==> config.mk <==
export PLATFORM = sky130hd
export DESIGN_NAME = infix_decimal_calculator
export DESIGN_NICKNAME = d
export VERILOG_FILES = /design/src/idc_pkg.sv /design/src/idc_divider.sv /design/src/idc_datapath.sv /design/src/idc_ctrl.sv /design/src/infix_decimal_calculator.sv
export SDC_FILE = /design/constraint.sdc
export NUM_CORES = 2
export LEC_CHECK = 0
export BUFFER_PORTS_ARGS = -buffer_cell sky130_fd_sc_hd__buf_2
export CAP_MARGIN = 40
export CORE_ASPECT_RATIO = 0.8
export CORE_MARGIN = 5
export CORE_UTILIZATION = 40
export CTS_BUF_LIST = sky130_fd_sc_hd__clkbuf_2 sky130_fd_sc_hd__clkbuf_4 sky130_fd_sc_hd__clkbuf_8
export CTS_CLUSTER_SIZE = 24
export DETAILED_ROUTE_END_ITERATION = 10
export GPL_TIMING_DRIVEN = 1
export PLACE_DENSITY_LB_ADDON = 0.2
export SETUP_SLACK_MARGIN = 0.05
export SYNTH_ARGS = -nofsm -noshare
export SYNTH_HDL_FRONTEND = slang
export SYNTH_SLANG_ARGS = --single-unit
==> constraint.sdc <==
create_clock -name clk -period 7.4 [get_ports clk]
set_input_delay 0 -clock clk [delete_from_list [all_inputs] [get_ports clk]]
set_output_delay 0 -clock clk [all_outputs]
set_load 0.05 [all_outputs]
==> src/idc_pkg.sv <==
// Shared types, character codes and widths for the infix decimal calculator.
package idc_pkg;

    // Internal arithmetic width and the fixed width of the result fields
    localparam int DATA_WIDTH = 32;
    localparam int OUT_W      = 32;
    localparam int CHAR_W     = 8;

    // Character codes
    localparam logic [CHAR_W-1:0] CHAR_NEWLINE = 8'd10;
    localparam logic [CHAR_W-1:0] BLANK_LIMIT  = 8'd33;
    localparam logic [CHAR_W-1:0] CHAR_ZERO    = 8'h30;
    localparam logic [CHAR_W-1:0] CHAR_NINE    = 8'h39;
    localparam logic [CHAR_W-1:0] CHAR_PLUS    = 8'h2B;
    localparam logic [CHAR_W-1:0] CHAR_MINUS   = 8'h2D;
    localparam logic [CHAR_W-1:0] CHAR_STAR    = 8'h2A;
    localparam logic [CHAR_W-1:0] CHAR_SLASH   = 8'h2F;

    typedef enum logic [1:0] {
        OP_ADD = 2'd0,
        OP_SUB = 2'd1,
        OP_MUL = 2'd2,
        OP_DIV = 2'd3
    } op_t;

    // Controller to datapath
    typedef struct packed {
        logic acc_left;
        logic acc_right;
        logic set_op;
        logic clear_line;
        logic latch_calc;
        logic calc_alu;
        logic div_start;
        logic take_quot;
        logic load_out;
    } idc_cmd_t;

    // Datapath to controller
    typedef struct packed {
        logic blank;
        logic digit;
        logic oper;
        logic newline;
        logic op_div;
        logic b_zero;
        logic div_done;
    } idc_stat_t;

endpackage

==> src/idc_divider.sv <==
// Iterative signed divider, one quotient bit per cycle, truncating toward zero.
module idc_divider (
    input  logic                           clk,
    input  logic                           rst_n,
    input  logic                           start,
    input  logic [idc_pkg::DATA_WIDTH-1:0] dividend,
    input  logic [idc_pkg::DATA_WIDTH-1:0] divisor,
    output logic                           done,
    output logic [idc_pkg::DATA_WIDTH-1:0] quotient
);
    import idc_pkg::*;

    localparam int W     = DATA_WIDTH;
    localparam int CNT_W = $clog2(W);

    logic [W-1:0]     rem_reg;
    logic [W-1:0]     quo_reg;
    logic [W-1:0]     dvs_reg;
    logic             neg_reg;
    logic             busy_reg;
    logic             done_reg;
    logic [CNT_W-1:0] cnt_reg;

    logic [W:0]       shifted;
    logic [W:0]       diff;
    logic             last_step;

    // Restoring step on the partial remainder
    assign shifted   = {rem_reg, quo_reg[W-1]};
    assign diff      = shifted - {1'b0, dvs_reg};
    assign last_step = (cnt_reg == CNT_W'(W - 1));

    // Control: step counter, busy and done pulse
    always_ff @(posedge clk or negedge rst_n)
    begin
        if (!rst_n)
        begin
            busy_reg <= 1'b0;
            done_reg <= 1'b0;
            cnt_reg  <= '0;
        end
        else
        begin
            done_reg <= busy_reg && last_step;
            if (start)
            begin
                busy_reg <= 1'b1;
                cnt_reg  <= '0;
            end
            else if (busy_reg)
            begin
                cnt_reg <= cnt_reg + 1'b1;
                if (last_step)
                    busy_reg <= 1'b0;
            end
        end
    end

    // Datapath: magnitudes loaded at start, then one bit per cycle
    always_ff @(posedge clk)
    begin
        if (start)
        begin
            rem_reg <= '0;
            quo_reg <= dividend[W-1] ? (W'(0) - dividend) : dividend;
            dvs_reg <= divisor[W-1] ? (W'(0) - divisor) : divisor;
            neg_reg <= dividend[W-1] ^ divisor[W-1];
        end
        else if (busy_reg)
        begin
            if (!diff[W])
            begin
                rem_reg <= diff[W-1:0];
                quo_reg <= {quo_reg[W-2:0], 1'b1};
            end
            else
            begin
                rem_reg <= shifted[W-1:0];
                quo_reg <= {quo_reg[W-2:0], 1'b0};
            end
        end
    end

    assign done     = done_reg;
    assign quotient = neg_reg ? (W'(0) - quo_reg) : quo_reg;

endmodule

==> src/idc_datapath.sv <==
// Datapath: character classing, operand accumulators, ALU, divider and result register.
module idc_datapath (
    input  logic                       clk,
    input  logic                       rst_n,
    input  logic [idc_pkg::CHAR_W-1:0] in_char,
    input  idc_pkg::idc_cmd_t          cmd,
    output idc_pkg::idc_stat_t         stat,
    output logic [idc_pkg::OUT_W-1:0]  out_left,
    output logic [idc_pkg::OUT_W-1:0]  out_right,
    output logic [1:0]                 out_op,
    output logic [idc_pkg::OUT_W-1:0]  out_result,
    output logic                       out_dz
);
    import idc_pkg::*;

    localparam int W = DATA_WIDTH;

    logic [W-1:0]     left_reg;
    logic [W-1:0]     right_reg;
    op_t              op_reg;
    logic [W-1:0]     a_reg;
    logic [W-1:0]     b_reg;
    op_t              calc_op_reg;
    logic [W-1:0]     res_reg;
    logic             dz_reg;
    logic [OUT_W-1:0] out_left_reg;
    logic [OUT_W-1:0] out_right_reg;
    op_t              out_op_reg;
    logic [OUT_W-1:0] out_result_reg;
    logic             out_dz_reg;

    op_t              char_op;
    logic             char_is_op;
    logic [W-1:0]     digit_val;
    logic [W-1:0]     product;
    logic             div_done;
    logic [W-1:0]     quotient;

    // Character classing
    always_comb
    begin
        char_is_op = 1'b1;
        case (in_char)
            CHAR_PLUS:  char_op = OP_ADD;
            CHAR_MINUS: char_op = OP_SUB;
            CHAR_STAR:  char_op = OP_MUL;
            CHAR_SLASH: char_op = OP_DIV;
            default:
            begin
                char_op    = OP_ADD;
                char_is_op = 1'b0;
            end
        endcase
    end

    assign digit_val = W'(in_char - CHAR_ZERO);

    assign stat.blank    = (in_char < BLANK_LIMIT);
    assign stat.digit    = (in_char >= CHAR_ZERO) && (in_char <= CHAR_NINE);
    assign stat.oper     = char_is_op;
    assign stat.newline  = (in_char == CHAR_NEWLINE);
    assign stat.op_div   = (calc_op_reg == OP_DIV);
    assign stat.b_zero   = (b_reg == '0);
    assign stat.div_done = div_done;

    // Line accumulators: value * 10 + digit, wrapping
    always_ff @(posedge clk or negedge rst_n)
    begin
        if (!rst_n)
        begin
            left_reg  <= '0;
            right_reg <= '0;
            op_reg    <= OP_ADD;
        end
        else
        begin
            if (cmd.clear_line)
            begin
                left_reg  <= '0;
                right_reg <= '0;
                op_reg    <= OP_ADD;
            end
            else
            begin
                if (cmd.acc_left)
                    left_reg <= (left_reg << 3) + (left_reg << 1) + digit_val;
                if (cmd.acc_right)
                    right_reg <= (right_reg << 3) + (right_reg << 1) + digit_val;
                if (cmd.set_op)
                    op_reg <= char_op;
            end
        end
    end

    // Operands frozen for the calculation at the newline
    always_ff @(posedge clk)
    begin
        if (cmd.latch_calc)
        begin
            a_reg       <= left_reg;
            b_reg       <= right_reg;
            calc_op_reg <= op_reg;
        end
    end

    assign product = a_reg * b_reg;

    // Result register: ALU ops, divide by zero, or divider quotient
    always_ff @(posedge clk)
    begin
        if (cmd.calc_alu)
        begin
            dz_reg <= 1'b0;
            case (calc_op_reg)
                OP_ADD: res_reg <= a_reg + b_reg;
                OP_SUB: res_reg <= a_reg - b_reg;
                OP_MUL: res_reg <= product;
                default:
                begin
                    res_reg <= '0;
                    dz_reg  <= 1'b1;
                end
            endcase
        end
        else if (cmd.take_quot)
        begin
            res_reg <= quotient;
            dz_reg  <= 1'b0;
        end
    end

    // Output register, held until the beat is taken
    always_ff @(posedge clk)
    begin
        if (cmd.load_out)
        begin
            out_left_reg   <= OUT_W'(a_reg);
            out_right_reg  <= OUT_W'(b_reg);
            out_op_reg     <= calc_op_reg;
            out_result_reg <= OUT_W'(res_reg);
            out_dz_reg     <= dz_reg;
        end
    end

    idc_divider u_divider (
        .clk      (clk),
        .rst_n    (rst_n),
        .start    (cmd.div_start),
        .dividend (a_reg),
        .divisor  (b_reg),
        .done     (div_done),
        .quotient (quotient)
    );

    assign out_left   = out_left_reg;
    assign out_right  = out_right_reg;
    assign out_op     = out_op_reg;
    assign out_result = out_result_reg;
    assign out_dz     = out_dz_reg;

endmodule

==> src/idc_ctrl.sv <==
// Controller: line parser state machine and calculation sequencer.
module idc_ctrl (
    input  logic               clk,
    input  logic               rst_n,
    input  logic               s_axis_tvalid,
    output logic               s_axis_tready,
    output logic               m_axis_tvalid,
    input  logic               m_axis_tready,
    input  idc_pkg::idc_stat_t stat,
    output idc_pkg::idc_cmd_t  cmd
);
    import idc_pkg::*;

    typedef enum logic [2:0] {
        PH_LEAD,
        PH_LEFT,
        PH_PRE_OP,
        PH_POST_OP,
        PH_RIGHT,
        PH_TRAIL,
        PH_DISCARD
    } phase_t;

    typedef enum logic [1:0] {
        SQ_PARSE,
        SQ_CALC,
        SQ_DIV,
        SQ_DONE
    } seq_t;

    phase_t phase_reg, phase_next;
    seq_t   seq_reg, seq_next;
    logic   out_valid_reg, out_valid_next;
    logic   accept;
    logic   emit;

    assign accept = s_axis_tvalid && (seq_reg == SQ_PARSE);
    assign emit   = (phase_reg == PH_POST_OP) || (phase_reg == PH_RIGHT)
                 || (phase_reg == PH_TRAIL);

    // Next state and commands
    always_comb
    begin
        phase_next     = phase_reg;
        seq_next       = seq_reg;
        out_valid_next = out_valid_reg;
        cmd            = '0;

        // Parse one accepted character
        if (accept)
        begin
            if (stat.newline)
            begin
                cmd.clear_line = 1'b1;
                phase_next     = PH_LEAD;
                if (emit)
                begin
                    cmd.latch_calc = 1'b1;
                    seq_next       = SQ_CALC;
                end
            end
            else
            begin
                case (phase_reg)
                    PH_LEAD, PH_LEFT, PH_PRE_OP:
                    begin
                        if (stat.blank)
                        begin
                            if (phase_reg == PH_LEFT)
                                phase_next = PH_PRE_OP;
                        end
                        else if (stat.digit && phase_reg != PH_PRE_OP)
                        begin
                            cmd.acc_left = 1'b1;
                            phase_next   = PH_LEFT;
                        end
                        else if (stat.oper)
                        begin
                            cmd.set_op = 1'b1;
                            phase_next = PH_POST_OP;
                        end
                        else
                            phase_next = PH_DISCARD;
                    end
                    PH_POST_OP, PH_RIGHT:
                    begin
                        if (stat.blank)
                        begin
                            if (phase_reg == PH_RIGHT)
                                phase_next = PH_TRAIL;
                        end
                        else if (stat.digit)
                        begin
                            cmd.acc_right = 1'b1;
                            phase_next    = PH_RIGHT;
                        end
                        else
                            phase_next = PH_DISCARD;
                    end
                    PH_TRAIL:
                    begin
                        if (!stat.blank)
                            phase_next = PH_DISCARD;
                    end
                    default:
                        phase_next = PH_DISCARD;
                endcase
            end
        end

        // Calculation sequencer
        case (seq_reg)
            SQ_PARSE: ;
            SQ_CALC:
            begin
                if (stat.op_div && !stat.b_zero)
                begin
                    cmd.div_start = 1'b1;
                    seq_next      = SQ_DIV;
                end
                else
                begin
                    cmd.calc_alu = 1'b1;
                    seq_next     = SQ_DONE;
                end
            end
            SQ_DIV:
            begin
                if (stat.div_done)
                begin
                    cmd.take_quot = 1'b1;
                    seq_next      = SQ_DONE;
                end
            end
            SQ_DONE:
            begin
                if (!out_valid_reg || m_axis_tready)
                begin
                    cmd.load_out = 1'b1;
                    seq_next     = SQ_PARSE;
                end
            end
            default:
                seq_next = SQ_PARSE;
        endcase

        // Output beat valid
        if (cmd.load_out)
            out_valid_next = 1'b1;
        else if (m_axis_tready)
            out_valid_next = 1'b0;
    end

    // State and registered outputs
    always_ff @(posedge clk or negedge rst_n)
    begin
        if (!rst_n)
        begin
            phase_reg     <= PH_LEAD;
            seq_reg       <= SQ_PARSE;
            out_valid_reg <= 1'b0;
        end
        else
        begin
            phase_reg     <= phase_next;
            seq_reg       <= seq_next;
            out_valid_reg <= out_valid_next;
        end
    end

    assign s_axis_tready = (seq_reg == SQ_PARSE);
    assign m_axis_tvalid = out_valid_reg;

`ifndef SYNTH
    // A waiting result beat is never overwritten
    a_no_overwrite: assert property (@(posedge clk) disable iff (!rst_n)
        cmd.load_out |-> (!out_valid_reg || m_axis_tready))
        else $error("result register loaded over a pending beat");

    // The divider only starts on a divide with a nonzero divisor
    a_div_start: assert property (@(posedge clk) disable iff (!rst_n)
        cmd.div_start |-> (stat.op_div && !stat.b_zero))
        else $error("divider started without a valid divide");

    // A new result beat only follows the done step
    a_valid_rise: assert property (@(posedge clk) disable iff (!rst_n)
        $rose(m_axis_tvalid) |-> $past(seq_reg == SQ_DONE))
        else $error("result valid raised outside the done step");

    // An emitting newline moves the sequencer off the parse step
    a_newline_calc: assert property (@(posedge clk) disable iff (!rst_n)
        (accept && stat.newline && emit) |=> (seq_reg == SQ_CALC))
        else $error("line end did not start a calculation");
`endif

endmodule

==> src/infix_decimal_calculator.sv <==
// Top level of the infix decimal calculator: parser, ALU and iterative divider.
// Throughput: one character per cycle while a line is parsed.
// A newline that ends a line with an operator holds s_axis_tready low in the calc and done
// steps on add, subtract, multiply and divide by zero, and also while the divider runs (one
// quotient bit per cycle); the result beat is valid when tready returns, and a still pending
// earlier beat adds its wait. Lines without an operator or with a bad character give no beat.
// Reset (rst_n low, asynchronous) returns to line start with cleared operands, no beat pending.
module infix_decimal_calculator (
    input  logic         clk,
    input  logic         rst_n,
    input  logic         s_axis_tvalid,
    output logic         s_axis_tready,
    input  logic [7:0]   s_axis_tdata,   // [7:0] character
    output logic         m_axis_tvalid,
    input  logic         m_axis_tready,
    output logic [95:0]  m_axis_tdata,   // [31:0] left_operand, [63:32] right_operand,
                                         // [95:64] result
    output logic [2:0]   m_axis_tuser    // [1:0] operation, [2] divide_by_zero
);
    import idc_pkg::*;

    idc_cmd_t         cmd;
    idc_stat_t        stat;
    logic [OUT_W-1:0] out_left;
    logic [OUT_W-1:0] out_right;
    logic [1:0]       out_op;
    logic [OUT_W-1:0] out_result;
    logic             out_dz;

    idc_ctrl u_ctrl (
        .clk           (clk),
        .rst_n         (rst_n),
        .s_axis_tvalid (s_axis_tvalid),
        .s_axis_tready (s_axis_tready),
        .m_axis_tvalid (m_axis_tvalid),
        .m_axis_tready (m_axis_tready),
        .stat          (stat),
        .cmd           (cmd)
    );

    idc_datapath u_datapath (
        .clk        (clk),
        .rst_n      (rst_n),
        .in_char    (s_axis_tdata),
        .cmd        (cmd),
        .stat       (stat),
        .out_left   (out_left),
        .out_right  (out_right),
        .out_op     (out_op),
        .out_result (out_result),
        .out_dz     (out_dz)
    );

    // Pack the result beat
    assign m_axis_tdata = {out_result, out_right, out_left};
    assign m_axis_tuser = {out_dz, out_op};

endmodule

==> summary.md <==
| Metric | Value |
|---|---|
| Antenna-violating nets left | 0 |
| Hold Crit Class | in -> reg |
| First-pass GRT wire length | 176900 µm |
| Vias | 28770 |
| Ys Warns | 0 |
| Row cnt | 102 |
| IO buf count | 112 |
| Largest net degree at the start of global routing | 63 |
| CTS tree | yes |
| Share of cells above drive strength 1 | 0.1224 |
| Max-slew headroom | 0.3891 |
| Leakage | 20.14 nW |
| Fillers | 9249 |
| Initial antenna violation count | 11 |
| Final clock skew | 50.88 ps |
| Post-synth EDFFs | 263 |
| Min cycle time layout | 7301 ps |
| Worst vdd ir | 107.1 µV |
| Synth top area share | 0.2421 |
| Dpl hpwl | 89070 µm |
| Global route total overflow | 0 |
| Gr usage total | 0.2225 |
| Vias in the first global route | 29210 |
| Fmax achieved | 137.0 MHz |
| Worst EP required | 7930 ps |
| CTS clk-pin slew, worst paths | 60 ps |
| Area growth, synth to finish | 13.84% |
| Final instance area | 44050 µm² |
| Total CTS buffers | 67 |
| Core Region | 96350 µm² |
| Initial core utilization | 0.4016 |
| Final hold vios | 0 |
| Outcome | complete, no violations |
| Synth top area cells | fa_1, edfxtp_1, ha_1 |
| Critical path class | reg -> reg |
| Htree depth | 3 |
| Footprint of the multi-input gates | 25850 µm² |
| # setup viols final | 0 |
| Area after DPL | 41860 µm² |
| Die Span Y | 288.2 µm |
| Post-route clock period utilization | 0.9867 |
| Mapped cell area | 38700 µm² |
| Vias per std cell | 5.231 |
| Mean post-synth cell area | 9.844 µm² |
| Arrival time at the worst endpoint | 7830 ps |
| Cells after Synth | 3931 |
| DRC viols | 0 |
| Worst-Margin Slew | 914.1 ps |
| Post-Syn Nets | 4668 |
| Drt first pass iters | 6 |
| Routed WL per cell | 20.83 µm |
| Crit. End Element | flop |
| Die width | 357.7 µm |
| # nets final | 4882 |
| I/O pins | 113 |
| Register area | 10520 µm² |
| Final Util | 0.4572 |
| PwrDens | 120.1 nW/µm² |
| Crit path max fanout | 4 |
| Max-cap violations | 0 |
| CP startpoint kind | flop |
| Die Area | 103100 µm² |
| Worst-case clock buffer depth | 3 |
| Final Max Tran Viols | 0 |
| Final RePlAce weighted congestion | 0.9354 |
| Final WL | 114600 µm |
| Register area share after synthesis | 0.2717 |
| Synth Flop Type | edfxtp_1 |
| WHS | 89.10 ps |
| Post-synth top area cell | fa_1 |
| Post-synthesis async set-or-reset flop share | 0.2112 |
| Synth Register Bits | 374 |
| Sink Count | 374 |
| Number of DRC markers after the initial detailed-route iteration | 2078 |
| Yosys cell types | 83 |
| CTS root buf | clkbuf_8 |
| Skew-Pair Late Insertion Delay | 700 ps |
| RSZ-0062 raised after global routing | yes |
## what timing repair did
item / CTS / global route
cloned: 0 / 5
endpoints found under the setup margin: 4 / 14
hold endpoints to repair: 92 / 0
hold buffers: 13 / 0
setup buffers: 5 / 27
pin swaps: 0 / 32
resized for setup: 0 / 54
## cell families (layout without fill, tap and decap cells)
logic type	after synthesis	after routing	share of synthesized area
and+or+nand+nor	1106	1106	0.1423
adders and majority gates	725	725	0.3252
AOI/OAI and AO/OA	692	692	0.1133
buffers and inverters	684	951	0.06674
DFF	374	374	0.2717
xor gates and xnor gates	312	312	0.07081
muxes	38	38	0.009894
other	0	2	0
## cells in the mapped netlist (all sizes together), types with 9 or more instances
| master | n |
|---|---|
| nor4 | 15 |
| xor2 | 141 |
| o21ai | 189 |
| a31oi | 10 |
| and2 | 314 |
| xnor2 | 171 |
| buf | 15 |
| nand2b | 34 |
| o21bai | 18 |
| a21oi | 185 |
| nand3 | 38 |
| dfrtp | 79 |
| nand4 | 14 |
| clkbuf | 184 |
| nand2 | 448 |
| a21boi | 9 |
| o21a | 27 |
| fa | 468 |
| a221oi | 12 |
| mux2i | 36 |
| a21o | 78 |
| a211oi | 20 |
| nor3 | 28 |
| ha | 257 |
| or3 | 33 |
| dfxtp | 32 |
| nor2b | 20 |
| edfxtp | 263 |
| or4 | 15 |
| nor2 | 114 |
| o31ai | 36 |
| o211ai | 13 |
| inv | 484 |
| and3 | 12 |
| o41ai | 16 |
| a22o | 31 |
## through the flow
| stage | setup TNS (ps) | std cells | worst slack [ps] | total power (W) |
|---|---|---|---|---|
| after floorplan | 0 | 3931 | 400.1 | 0.002870 |
| after global placement | 0 | 5319 | 123.3 | 0.003121 |
| after detailed placement | 0 | 5326 | 53.76 | 0.003127 |
| after CTS | 0 | 5466 | 45.83 | 0.005304 |
| after global routing | -314.9 | 5499 | -134.5 | 0.005540 |
| final | 0 | 5500 | 98.77 | 0.005289 |
## critical path, cell delays in order (launching register included)
cell	delay, ps
edfxtp_1	440
buf_6	150
buf_4	120
buf_4	150
and2_1	150
fa_2	520
inv_1	50
fa_2	520
fa_1	430
fa_1	550
inv_1	50
fa_1	510
fa_1	450
fa_1	510
fa_1	450
ha_4	310
nand4_1	150
nor3_2	190
o41a_1	300
o31ai_4	100
a21o_1	190
buf_4	130
a21o_1	150
and3_1	140
o31ai_1	220
o21ai_1	90
a21oi_1	130
## cell type report
cell class / instances / share of cell area
Clock inverter: 25 / 0.005254
Antenna cell: 2 / 0.0001136
Tap cell: 1300 / 0.03692
Sequential cell: 374 / 0.2387
Inverter: 485 / 0.04133
Clock buffer: 97 / 0.02761
Multi-Input combinational cell: 2873 / 0.5869
Timing Repair Buffer: 344 / 0.06314
## power by group
part / switching [W] / internal, W / leakage [nW]
combinational: 0.000487 / 0.000396 / 15.9
sequential: 0.0000300 / 0.00224 / 3.47
clock: 0.000962 / 0.00117 / 0.757
## layer usage
metal  wire length [µm]  track usage  vias up
li1                   -            -    13380
met1              53850       0.3277    14470
met2              51100       0.3474      779
met3               6490      0.03012      139
met4               3142      0.05887        0
met5                  0            0        -
## final timing paths
path	startpoint	endpoint	slack, ps	depth (start not counted)
max in group asynchronous	rst_n	u_datapath.left_reg[11]	6190	5
worst min register to register	u_datapath.res_reg[11]	u_datapath.out_result[11]	420	0
worst max-delay path	u_datapath.a_reg[16]	u_datapath.res_reg[31]	100	26
worst max register to register	u_datapath.a_reg[16]	u_datapath.res_reg[31]	100	26
min in group asynchronous	rst_n	u_datapath.left_reg[26]	380	4
worst min-delay path	s_axis_tdata[5]	u_ctrl.phase_reg[1]	90	7
## placed cells by master, fill, tap and decap left out, types with 43 or more instances in the layout
cell	synthesis	layout
fa_1	468	464
edfxtp_1	263	263
ha_1	257	250
xnor2_1	170	169
and2_1	313	306
a21o_1	78	78
dfrtp_1	79	78
clkbuf_8	0	78
nor2_1	114	111
o21ai_0	147	144
xor2_1	141	141
inv_1	483	474
a21oi_1	185	183
nand2_1	448	448
buf_4	1	180
buf_2	9	111
o21ai_1	41	43
(Power assumes the default switching activity.)
